--- config.mk ---
export PLATFORM = sky130hd
export DESIGN_NAME = svt_ctrl
export DESIGN_NICKNAME = d
export VERILOG_FILES = /design/src/svt_pkg.sv /design/src/svt_ctrl.sv
export SDC_FILE = /design/constraint.sdc
export NUM_CORES = 1
export LEC_CHECK = 0
export BUFFER_PORTS_ARGS = -buffer_cell sky130_fd_sc_hd__buf_2
export CORE_AREA = 2 2 39 41
export DETAILED_ROUTE_END_ITERATION = 16
export DIE_AREA = 0 0 41 43
export PLACE_DENSITY = 0.69
export REMOVE_ABC_BUFFERS = 1
export SYNTH_ARGS = -nofsm -noshare
export SYNTH_HDL_FRONTEND = slang
export SYNTH_SLANG_ARGS = --single-unit
--- constraint.sdc ---
create_clock -name i_clk -period 3.49 [get_ports i_clk]
set_clock_uncertainty 0.1 [all_clocks]
set_input_delay 0.698 -clock i_clk [delete_from_list [all_inputs] [get_ports i_clk]]
set_output_delay 0.698 -clock i_clk [all_outputs]
set_load 0.02 [all_outputs]
--- src/svt_pkg.sv ---
// svt_pkg: shared types and constants of the scoped variable table
// holds the operation codes, status codes, state encoding and the
// command/status structs between controller and datapath; no dependencies
package svt_pkg;

    // fixed field widths
    localparam int MODE_W  = 3;
    localparam int KEY_W   = 64;
    localparam int VALUE_W = 32;
    localparam int STAT_W  = 2;
    localparam int LEVEL_W = 8;

    localparam logic [LEVEL_W-1:0] LEVEL_MAX = '1;

    // operation codes
    typedef enum logic [MODE_W-1:0] {
        MODE_PUSH      = 3'd0,
        MODE_POP       = 3'd1,
        MODE_SET_LOCAL = 3'd2,
        MODE_SET_ARG   = 3'd3,
        MODE_SET_PLAIN = 3'd4,
        MODE_GET       = 3'd5
    } t_mode;

    // status codes
    typedef logic [STAT_W-1:0] t_status;
    localparam t_status ST_OK    = 2'd0;
    localparam t_status ST_FULL  = 2'd1;
    localparam t_status ST_OVER  = 2'd2;
    localparam t_status ST_UNDER = 2'd3;

    // controller states
    typedef enum logic [2:0] {
        S_IDLE,
        S_DECODE,
        S_SCAN,
        S_POP,
        S_FINISH
    } t_state;

    // controller to datapath
    typedef struct packed {
        logic    capture;
        logic    scan_start;
        logic    scan_step;
        logic    lvl_inc;
        logic    lvl_dec;
        logic    append;
        logic    arg_level;
        logic    update;
        logic    set_found;
        logic    cnt_pop;
        logic    status_we;
        t_status status;
        logic    out_load;
    } t_cmd;

    // datapath to controller
    typedef struct packed {
        t_mode mode;
        logic  lvl_max;
        logic  lvl_zero;
        logic  full;
        logic  rd_vld;
        logic  key_hit;
        logic  lvl_hit;
        logic  exhausted;
        logic  out_free;
    } t_stat;

endpackage

--- src/svt_ctrl.sv ---
// svt_ctrl: controller state machine of the scoped variable table
// sequences decode, table scans, pops and result hand-off
// depends on svt_pkg; commands svt_datapath
module svt_ctrl (
    input  logic           i_clk,
    input  logic           i_rst_n,
    input  logic           i_in_valid,
    output logic           o_in_stall,
    input  svt_pkg::t_stat i_stat,
    output svt_pkg::t_cmd  o_cmd
);

    svt_pkg::t_state r_state, n_state;

    // state register
    always_ff @(posedge i_clk) begin
        if (!i_rst_n) begin
            r_state <= svt_pkg::S_IDLE;
        end else begin
            r_state <= n_state;
        end
    end

    // next state
    always_comb begin
        n_state = r_state;
        case (r_state)
            svt_pkg::S_IDLE: begin
                if (i_in_valid) begin
                    n_state = svt_pkg::S_DECODE;
                end
            end
            svt_pkg::S_DECODE: begin
                case (i_stat.mode)
                    svt_pkg::MODE_POP: begin
                        n_state = i_stat.lvl_zero ? svt_pkg::S_FINISH : svt_pkg::S_POP;
                    end
                    svt_pkg::MODE_SET_LOCAL, svt_pkg::MODE_GET: begin
                        n_state = svt_pkg::S_SCAN;
                    end
                    default: begin
                        n_state = svt_pkg::S_FINISH;
                    end
                endcase
            end
            svt_pkg::S_SCAN: begin
                if (i_stat.key_hit || i_stat.exhausted) begin
                    n_state = svt_pkg::S_FINISH;
                end
            end
            svt_pkg::S_POP: begin
                if (!i_stat.lvl_hit && (i_stat.rd_vld || i_stat.exhausted)) begin
                    n_state = svt_pkg::S_FINISH;
                end
            end
            svt_pkg::S_FINISH: begin
                if (i_stat.out_free) begin
                    n_state = svt_pkg::S_IDLE;
                end
            end
            default: begin
                n_state = svt_pkg::S_IDLE;
            end
        endcase
    end

    // command outputs
    always_comb begin
        o_cmd      = '0;
        o_in_stall = (r_state != svt_pkg::S_IDLE);
        case (r_state)
            svt_pkg::S_IDLE: begin
                o_cmd.capture = i_in_valid;
            end
            svt_pkg::S_DECODE: begin
                case (i_stat.mode)
                    svt_pkg::MODE_PUSH: begin
                        if (i_stat.lvl_max) begin
                            o_cmd.status_we = 1'b1;
                            o_cmd.status    = svt_pkg::ST_OVER;
                        end else begin
                            o_cmd.lvl_inc = 1'b1;
                        end
                    end
                    svt_pkg::MODE_POP: begin
                        if (i_stat.lvl_zero) begin
                            o_cmd.status_we = 1'b1;
                            o_cmd.status    = svt_pkg::ST_UNDER;
                        end else begin
                            o_cmd.scan_start = 1'b1;
                        end
                    end
                    svt_pkg::MODE_SET_LOCAL, svt_pkg::MODE_GET: begin
                        o_cmd.scan_start = 1'b1;
                    end
                    svt_pkg::MODE_SET_ARG: begin
                        if (i_stat.lvl_max) begin
                            o_cmd.status_we = 1'b1;
                            o_cmd.status    = svt_pkg::ST_OVER;
                        end else if (i_stat.full) begin
                            o_cmd.status_we = 1'b1;
                            o_cmd.status    = svt_pkg::ST_FULL;
                        end else begin
                            o_cmd.append    = 1'b1;
                            o_cmd.arg_level = 1'b1;
                        end
                    end
                    svt_pkg::MODE_SET_PLAIN: begin
                        if (i_stat.full) begin
                            o_cmd.status_we = 1'b1;
                            o_cmd.status    = svt_pkg::ST_FULL;
                        end else begin
                            o_cmd.append = 1'b1;
                        end
                    end
                    default: begin
                        o_cmd.status_we = 1'b0;
                    end
                endcase
            end
            svt_pkg::S_SCAN: begin
                // newest match in the current scope ends the search
                o_cmd.scan_step = 1'b1;
                if (i_stat.key_hit) begin
                    if (i_stat.mode == svt_pkg::MODE_GET) begin
                        o_cmd.set_found = 1'b1;
                    end else begin
                        o_cmd.update = 1'b1;
                    end
                end else if (i_stat.exhausted &&
                             (i_stat.mode == svt_pkg::MODE_SET_LOCAL)) begin
                    if (i_stat.full) begin
                        o_cmd.status_we = 1'b1;
                        o_cmd.status    = svt_pkg::ST_FULL;
                    end else begin
                        o_cmd.append = 1'b1;
                    end
                end
            end
            svt_pkg::S_POP: begin
                // drop the newest run at the current level, then step down
                o_cmd.scan_step = 1'b1;
                if (i_stat.lvl_hit) begin
                    o_cmd.cnt_pop = 1'b1;
                end else if (i_stat.rd_vld || i_stat.exhausted) begin
                    o_cmd.lvl_dec = 1'b1;
                end
            end
            svt_pkg::S_FINISH: begin
                o_cmd.out_load = i_stat.out_free;
            end
            default: begin
                o_cmd.out_load = 1'b0;
            end
        endcase
    end

endmodule

==> results of run 1 <==
==> metrics by stage <==
stage	worst slack, ps	util (%)	area (sq um)	cells
final	921	46.7	646	115
after global routing	771	46.7	646	115
after CTS	914	46.7	646	115
after detailed placement	927	44.8	619	111
after global placement	958	44.8	619	111
after floorplan	1120	-	459	67
==> cells in the mapped netlist <==
| master | n |
|---|---|
| a21o_1 | 1 |
| a21oi_1 | 5 |
| a21oi_2 | 1 |
| a22o_1 | 1 |
| a2bb2oi_1 | 1 |
| a31oi_1 | 1 |
| and3_1 | 2 |
| and4b_1 | 1 |
| buf_2 | 1 |
| buf_4 | 1 |
| buf_6 | 2 |
| clkbuf_1 | 3 |
| dfxtp_1 | 3 |
| inv_1 | 4 |
| mux2i_1 | 2 |
| nand2_1 | 6 |
| nand2b_1 | 4 |
| nand3b_1 | 1 |
| nand4b_1 | 1 |
| nor2_1 | 10 |
| nor2b_1 | 3 |
| nor3_1 | 4 |
| nor3b_1 | 4 |
| nor4_1 | 2 |
| nor4_4 | 1 |
| o211ai_1 | 1 |
| o21ai_2 | 1 |
| o21bai_1 | 1 |
| o22ai_1 | 2 |
| o311a_1 | 1 |
| o41ai_1 | 1 |
| or3_1 | 1 |
| or3b_4 | 1 |
==> logic make-up after synthesis <==
family                 count (synthesis)  synth area share [%]
and+or+nand+nor                       41                  48.3
buffers and inverters                 11                  12.1
DFF                                    3                  11.9
AOI/OAI and AO/OA                     17                  23.8
muxes                                  2                  3.96
==> critical path: stages <==
cell and delay, ps:
buf_2 180, nor3b_1 260, and4b_1 250, a21o_1 110, nor2b_1 110, buf_2 160
==> power by group <==
group / internal [W] / switching [W] / leakage, nW
logic: 0.0000232 / 0.0000340 / 0.292
clock network: 0.0000428 / 0.0000175 / 0.0150
registers: 0.0000364 / 0.00000474 / 0.0245
==> layout by cell type, fill, tap and decap left out, types with 2 or more instances in the layout <==
cell	count
nor3b_1	4
clkbuf_4	3
nor3_1	4
a21oi_1	5
mux2i_1	2
inv_1	4
nand2_1	6
nor4_1	2
nor2_1	10
dfxtp_1	3
buf_2	28
o22ai_1	2
nand2b_1	4
nor2b_1	3
and3_1	2
==> metal layers <==
metal / share of wire, % / GRT usage (%) / vias to the layer above
li1: - / - / 319
met1: 46 / 21.7 / 286
met2: 48 / 27.5 / 22
met3: 6.1 / 1.57 / 0
met4: 0 / 6.00 / 0
met5: 0 / 0 / -
==> final cells by class <==
| type | instances | area, sq um | share of cell area, % |
|---|---|---|---|
| inverter | 4 | 15.0 | 2.33 |
| sequential | 3 | 60.1 | 9.30 |
| timing repair buffer | 28 | 140 | 21.7 |
| multi-input combinational | 60 | 384 | 59.5 |
| tap | 16 | 20.0 | 3.10 |
| clock buffer | 4 | 26.3 | 4.07 |
==> final timing paths <==
path,startpoint,depth (start not counted),endpoint,slack [ps]
max,i_stat[10],6,o_cmd[8],920
max reg2reg,r_state[0]$_SDFFE_PN0P_,4,r_state[0]$_SDFFE_PN0P_,1950
min,r_state[2]$_SDFFE_PN0P_,2,r_state[2]$_SDFFE_PN0P_,560
min reg2reg,r_state[2]$_SDFFE_PN0P_,2,r_state[2]$_SDFFE_PN0P_,560
==> results.cfg, run 1 <==
[status]
status = finished, final reports clean

[cells_and_area]
nFillCells = 164
syn_to_final_growth_pct = 27.7
reg.largest.list = r_state x3
nNetsFinal = 114
diodes = 0
final_layout_size_suffix_gt1_share_pct = 35.4
top_register = r_state
largest_reg_flops = 3

[clock_tree]
clk_pin_slew_ps = 30
cts.htree.levels = 1
cts-hold-fix-buffers = 0
cts_buffers = 3
clock_latency_ps = 230
clk_path_buf_depth = 2
root_buffer = clkbuf_4
cts_tree = built
clkSinkCount = 3
cts_resized = 0
cts_setup_buffers = 0

[critical_path]
arrival_ps = 1770
startpoint_type = input pin
critical_path_class = input pin to primary output
critPathMaxFanout = 12
worstPathRequired_ps = 2690
cp-end-kind = primary output

[sta]
rsz0062_at_grt = no
slew_headroom_pct = 78.8
hold_viol_final = 0
setup_tns_ps = 0
min_period_ps = 2570
period_share_pct = 73.6
setup_violations = 0
whs_ps = 565
tightest_slew_ps = 313
slew_viol_final = 0
clock.fmax_mhz = 389

[global_route]
grt_pass1_vias = 518
grt_overflow = 0
grt.total_usage_pct = 16.8
grt_max_degree = 13
grt_pass1_wl_um = 2130
antenna_found_initial = 0

[placement]
io_buffers = 28
routabilityCongestion = 0.689
hpwl_um = 1010

[floorplanning]
core.rowCount = 14
start_util_pct = 36.5
io_pins = 29
die_w_um = 41
dieArea_sq_um = 1760
die_h_um = 43
core_area_sq_um = 1380

[power_and_ir_drop]
pwr_density_cell_nw_per_um2 = 246
p_leak_nw = 0.332
p_total_w = 0.000159
vdd_drop_max_mv = 0.172

[synth]
ys_seq_area_share_pct = 11.9
ys_ff_latch = 3
avgSynthCellArea_sq_um = 6.83
synth.cell_area_sq_um = 505
synthTopCellsByArea = dfxtp_1 (12%), nor2_1 (7.4%), nor3b_1 (5.9%), a21oi_1 (5.0%), nand2b_1 (5.0%)
syn-instance-count = 74
synth.distinct_cells = 33
synth_top_cell_area_share_pct = 11.9
synth_area_leader_cell = dfxtp_1
yosys_warnings = 0

[hold_path]
hold_class = flip-flop to flip-flop

[drt]
drt_iter0_drc = 11
via_per_inst = 5.45
drtAntennaViolNets = 0
vias = 627
drc = 0
dr.pass1.iters = 4
routed_wl_um = 1350
drt-wirelength-per-cell_um = 11.7

[flow_run]
drv_cap = 0
(Power assumes the default switching activity.)
==> run 2: changes to the inputs <==
--- a/config.mk
+++ b/config.mk
@@ -5,11 +5,12 @@
 export SDC_FILE = /design/constraint.sdc
 export NUM_CORES = 1
 export LEC_CHECK = 0
+export ABC_AREA = 1
 export BUFFER_PORTS_ARGS = -buffer_cell sky130_fd_sc_hd__buf_2
 export CORE_AREA = 2 2 39 41
 export DETAILED_ROUTE_END_ITERATION = 16
 export DIE_AREA = 0 0 41 43
-export PLACE_DENSITY = 0.69
+export PLACE_DENSITY = 0.65
 export REMOVE_ABC_BUFFERS = 1
 export SYNTH_ARGS = -nofsm -noshare
 export SYNTH_HDL_FRONTEND = slang
==> constraint.sdc (replaced) <==
create_clock -name i_clk -period 2.65 [get_ports i_clk]
set_clock_uncertainty 0.1 [all_clocks]
set_input_delay 0.53 -clock i_clk [delete_from_list [all_inputs] [get_ports i_clk]]
set_output_delay 0.53 -clock i_clk [all_outputs]
set_load 0.02 [all_outputs]
==> run 2 against run 1 <==
Net effect:
- synthesized cell count increased by 22%
- area after synthesis shrank 8.4%
- global-route usage decreased by 4.1 points
- worst setup slack worse by 400 ps
- largest cell class unchanged
- largest power group is now combinational logic
==> results.cfg, run 2 <==
[sta]
rsz0062_at_grt = no
slew_viol_final = 0
whs_ps = 442
clock.fmax_mhz = 471
period_share_pct = 80.2
tightest_slew_ps = 248
min_period_ps = 2130
slew_headroom_pct = 83.3
setup_violations = 0
setup_tns_ps = 0
worst_slack_ps = 525
hold_viol_final = 0

[hold_path]
min_from = r_state[2]$_SDFFE_PN0P_
hold_depth = 2
hold_class = flip-flop to flip-flop
min_to = r_state[2]$_SDFFE_PN0P_

[synth]
synthFlopType = dfxtp_1
yosys_warnings = 0
syn-instance-count = 90
ys_seq_area_share_pct = 13.0
synth_top_cell_area_share_pct = 19.5
synth_top_cells_by_count = nand2_1 (24), inv_1 (15), nand3_1 (11)
synth-async-reset-ratio_pct = 0
synthTopCellsByArea = nand2_1 (19%), dfxtp_1 (13%), inv_1 (12%), nand3_1 (12%), nor2_1 (8.1%)
synth_edf_count = 0
ys_ff_latch = 3
synth.distinct_cells = 19
synth.cell_area_sq_um = 463
synth_area_leader_cell = nand2_1
synth_most_common_cell = nand2_1
avgSynthCellArea_sq_um = 5.14

[floorplanning]
start_util_pct = 33.5
core.rowCount = 14
dieArea_sq_um = 1760
io_pins = 29
core_area_sq_um = 1380
die_h_um = 43
die_w_um = 41

[clock_tree]
root_buffer = clkbuf_4
cts_tree = built
cts.htree.levels = 1
clk_pin_slew_ps = 30
clk_path_buf_depth = 2
cts_setup_buffers = 0
cts-hold-fix-buffers = 0
clkSinkCount = 3
clock_latency_ps = 230
cts_resized = 0
cts_buffers = 3

[global_route]
grt_pass1_vias = 440
grt_pass1_wl_um = 1590
grt_overflow = 0
antenna_found_initial = 0
grt.total_usage_pct = 12.7
grt_max_degree = 8

[critical_path]
crit_family = simple AND/OR/NAND/NOR gates
path_depth = 9
r2r_start = r_state[2]$_SDFFE_PN0P_
crit_chain = buf_2 > inv_2 > nand2_1 > nor2_2 > nand3_1 > nand2_1 > nand2_1 > o21ai_1 > buf_2
startpoint_type = input pin
cp.buffers_inverters = 3
critPathMaxFanout = 7
r2r_slack_ps = 1410
critical_path_class = input pin to primary output
r2r-end = r_state[2]$_SDFFE_PN0P_
worstPathRequired_ps = 2020
startpoint = i_stat[10]
arrival_ps = 1500
worstRegToRegCells = 8
crit_path_frequent_cell = nand2_1
cp_slowest_cell = buf_2
cp-end-kind = primary output
cp_slowest_stage_delay_ps = 180

[drt]
vias = 628
drt_iter0_drc = 16
routed_wl_um = 1180
dr.pass1.iters = 4
drc = 0
via_per_inst = 4.55
drtAntennaViolNets = 0
drt-wirelength-per-cell_um = 8.52

[cells_and_area]
top_register = r_state
final_cells = 138
final_layout_size_suffix_gt1_share_pct = 36.1
diodes = 0
reg.largest.list = r_state x3
final_common_cell = buf_2
largest_reg_flops = 3
syn_to_final_growth_pct = 40.3
final_cell_mix = buf_2 (28), nand2_1 (24), inv_1 (15)
nNetsFinal = 137

[flow_run]
drv_cap = 0

[placement]
hpwl_um = 1030
place_inst = 134
io_buffers = 28
routabilityCongestion = 0.887
pre_cts_slack_ps = 531

[power_and_ir_drop]
vdd_drop_max_mv = 0.382
p_leak_nw = 0.399
pwr_density_cell_nw_per_um2 = 431

[status]
status = finished, final reports clean
run 2: worst max path at each step:
stage	to	slack, ps
after floorplan	o_cmd[5]	690
after global placement	o_cmd[8]	540
after detailed placement	o_cmd[8]	530
after CTS	o_cmd[8]	530
after global routing	o_cmd[3]	460
final	o_cmd[8]	520
run 2: power by group:
part	internal [W]	switching [W]	total (W)
Sequential	0.0000525	0.00000902	0.0000615
Combinational	0.0000472	0.0000926	0.000140
Clock	0.0000563	0.0000223	0.0000787
Total	0.000156	0.000124	0.000280
run 2: per-stage QoR:
step / total power, W / instance area (sq um) / utilization [%]
after floorplan: 0.000159 / 463 / -
after global placement: 0.000202 / 623 / 45.0
after detailed placement: 0.000203 / 623 / 45.0
after CTS: 0.000285 / 649 / 46.9
after global routing: 0.000302 / 649 / 46.9
final: 0.000280 / 649 / 46.9
run 2: cells by family after synthesis:
group	count (synthesis)	share of synthesized area, %
simple gates	58	59.2
buf+inv	20	16.2
flops	3	13.0
compound gates	9	11.6
run 2: worst register-to-register path, stage by stage (launching register included):
cell,delay [ps]
dfxtp_1,350
inv_1,90
nand2_2,90
nor2_1,60
nand2_1,100
nand2_1,60
nor2_1,120
nand2_1,70
a21oi_1,130
run 2: layer usage:
layer / track usage [%] / up-vias / share of wire, % / wire length [um]
met4: 6.00 / 0 / 1.6 / 19
met3: 0 / 2 / 5.0 / 59
li1: - / 354 / - / -
met2: 19.4 / 15 / 44 / 512
met1: 17.9 / 257 / 50 / 584
met5: 0 / - / 0 / 0
run 2: final cells by class:
type                       count  area (sq um)
fill                         167           734
multi-input combinational     67           328
timing repair buffer          28           140
inverter                      20          75.1
sequential                     3          60.1
clock buffer                   4          26.3
tap                           16          20.0
==> run 3: changes to the inputs <==
--- a/config.mk
+++ b/config.mk
@@ -5,12 +5,12 @@
 export SDC_FILE = /design/constraint.sdc
 export NUM_CORES = 1
 export LEC_CHECK = 0
-export ABC_AREA = 1
+export ABC_AREA = 0
 export BUFFER_PORTS_ARGS = -buffer_cell sky130_fd_sc_hd__buf_2
 export CORE_AREA = 2 2 39 41
 export DETAILED_ROUTE_END_ITERATION = 16
 export DIE_AREA = 0 0 41 43
-export PLACE_DENSITY = 0.65
+export PLACE_DENSITY = 0.69
 export REMOVE_ABC_BUFFERS = 1
 export SYNTH_ARGS = -nofsm -noshare
 export SYNTH_HDL_FRONTEND = slang
==> constraint.sdc (replaced) <==
create_clock -name i_clk -period 2.1 [get_ports i_clk]
set_clock_uncertainty 0.1 [all_clocks]
set_input_delay 0.42 -clock i_clk [delete_from_list [all_inputs] [get_ports i_clk]]
set_output_delay 0.42 -clock i_clk [all_outputs]
set_load 0.02 [all_outputs]
==> run 3 against run 2 <==
Net effect:
- via count up 3.5%
- non-clock buffer count up 5
- global-route usage up 5.4 points
- die area unchanged
- register-to-register slack worse by 820 ps
- worst hold slack worse by 88 ps
- first-iteration DRC count down 25%
- combinational power down 21%
- flip-flop and latch count unchanged
- count of clock-buffer cells in the layout unchanged
- final area up 13%
==> results.cfg, run 3 (synthesis gave the netlist of run 1 again) <==
[status]
status = finished, final reports clean

[sta]
clock.fmax_mhz = 496
rsz0062_at_grt = yes
slew_headroom_pct = 79.1
setup_tns_ps = 0
hold_viol_final = 0
setup_violations = 0
min_period_ps = 2020
slew_viol_final = 0
period_share_pct = 96.0
tightest_slew_ps = 309

[clock_tree]
cts-hold-fix-buffers = 0
cts_buffers = 3
cts.htree.levels = 1
clock_latency_ps = 230
clk_pin_slew_ps = 40
cts_tree = built
root_buffer = clkbuf_4
clk_path_buf_depth = 2
clkSinkCount = 3

[floorplanning]
io_pins = 29
core_area_sq_um = 1380
die_h_um = 43
start_util_pct = 36.5
dieArea_sq_um = 1760
die_w_um = 41
core.rowCount = 14

[drt]
dr.pass1.iters = 4
via_per_inst = 5.42
drt_iter0_drc = 12
drc = 0
drt-wirelength-per-cell_um = 11.6
routed_wl_um = 1400
vias = 650
drtAntennaViolNets = 0

[global_route]
grt.total_usage_pct = 18.1
grt_max_degree = 11
grt_overflow = 0
grt_pass1_vias = 530
grt_pass1_wl_um = 2230
antenna_found_initial = 0

[cells_and_area]
diodes = 0
largest_reg_flops = 3
fin_area_sq_um = 734
final_common_cell = buf_2
syn_to_final_growth_pct = 45.3
final_layout_size_suffix_gt1_share_pct = 48.1
seqCellArea_sq_um = 68.8
top_register = r_state
multi_input_area_sq_um = 419
final_cell_mix = buf_2 (25), nor2_1 (8), buf_4 (8)
reg.largest.list = r_state x3
nNetsFinal = 119
nFillCells = 145
final_util_pct = 53.1

[critical_path]
critical_path_class = flip-flop to primary output
critPathMaxFanout = 6
worstPathRequired_ps = 1580
crit_path_frequent_cell = buf_4
cp-end-kind = primary output
cp.buffers_inverters = 2
crit_family = simple AND/OR/NAND/NOR gates
cp_slowest_stage_delay_ps = 430
arrival_ps = 1500
crit_chain = or3b_4 > buf_4 > nor3_2 > buf_4
startpoint_type = flip-flop
cp_slowest_cell = or3b_4

[placement]
io_buffers = 28
placed_cell_area_sq_um = 649
hpwl_um = 1030
routabilityCongestion = 0.698

[power_and_ir_drop]
p_leak_nw = 0.369
vdd_drop_max_mv = 0.331
pwr_density_cell_nw_per_um2 = 376

[hold_path]
hold_class = input pin to flip-flop

[flow_run]
drv_cap = 0
## run 3: changes by cell type in the layout (fill, tap and decap cells not counted), moves of 4 or more
cell | previous run | this run
nand2_1 | 24 | 6
buf_4 | 0 | 8
inv_2 | 5 | 0
inv_1 | 15 | 4
nand2b_1 | 0 | 4
nand3_1 | 11 | 0
## run 3: repair_timing
| item | in CTS | in global routing |
|---|---|---|
| endpoints found under the setup margin | 3 | 6 |
| pin swaps | 1 | 3 |
| endpoints found under the hold margin | 0 | 0 |
| gates cloned | 0 | 0 |
| gates resized for setup | 3 | 13 |
| setup buffers | 1 | 0 |
## run 3: final timing paths
check                           from                       to  slack [ps]  cells after the start
min reg2reg  r_state[2]$_SDFFE_PN0P_  r_state[2]$_SDFFE_PN0P_         450                      1
min                          i_rst_n  r_state[0]$_SDFFE_PN0P_         350                      3
max reg2reg  r_state[0]$_SDFFE_PN0P_  r_state[0]$_SDFFE_PN0P_         590                      5
max          r_state[0]$_SDFFE_PN0P_                 o_cmd[2]          80                      4
## run 3: where the power goes
group          switching [W]  internal, W
Clock              0.0000282    0.0000711
Sequential        0.00000694    0.0000601
Combinational      0.0000632    0.0000468
Total              0.0000983     0.000178
## run 3: stage by stage
| step | hold slack [ps] | std cells | power, W | setup slack, ps |
|---|---|---|---|---|
| 2_1_floorplan | 433 | 67 | 0.000122 | 11.4 |
| 3_3_place_gp | 528 | 115 | 0.000167 | 158 |
| 3_5_place_dp | 527 | 115 | 0.000168 | 110 |
| 4_1_cts | 346 | 120 | 0.000276 | 3.23 |
| 5_1_grt | 352 | 120 | 0.000303 | -33.6 |
| 6_report | 354 | 120 | 0.000276 | 83.6 |
## run 3: metal layers
metal	global-route usage, %	wire length, um
met2	27.5	686
met1	22.9	638
met3	4.71	70
met5	0	0
met4	8.00	0
## run 3: worst reg2reg max path, cell delays in order, from the launching register on
cell and delay [ps]:
dfxtp_4 370, or3b_4 430, buf_4 180, nor4_4 210, a21oi_2 50, o21ai_2 100
## run 3: final cells by class
type | instances | area share, %
Multi-Input combinational cell | 60 | 57.1
Sequential cell | 3 | 9.37
Clock buffer | 4 | 3.58
Tap cell | 16 | 2.73
Inverter | 4 | 2.04
Timing Repair Buffer | 33 | 25.2
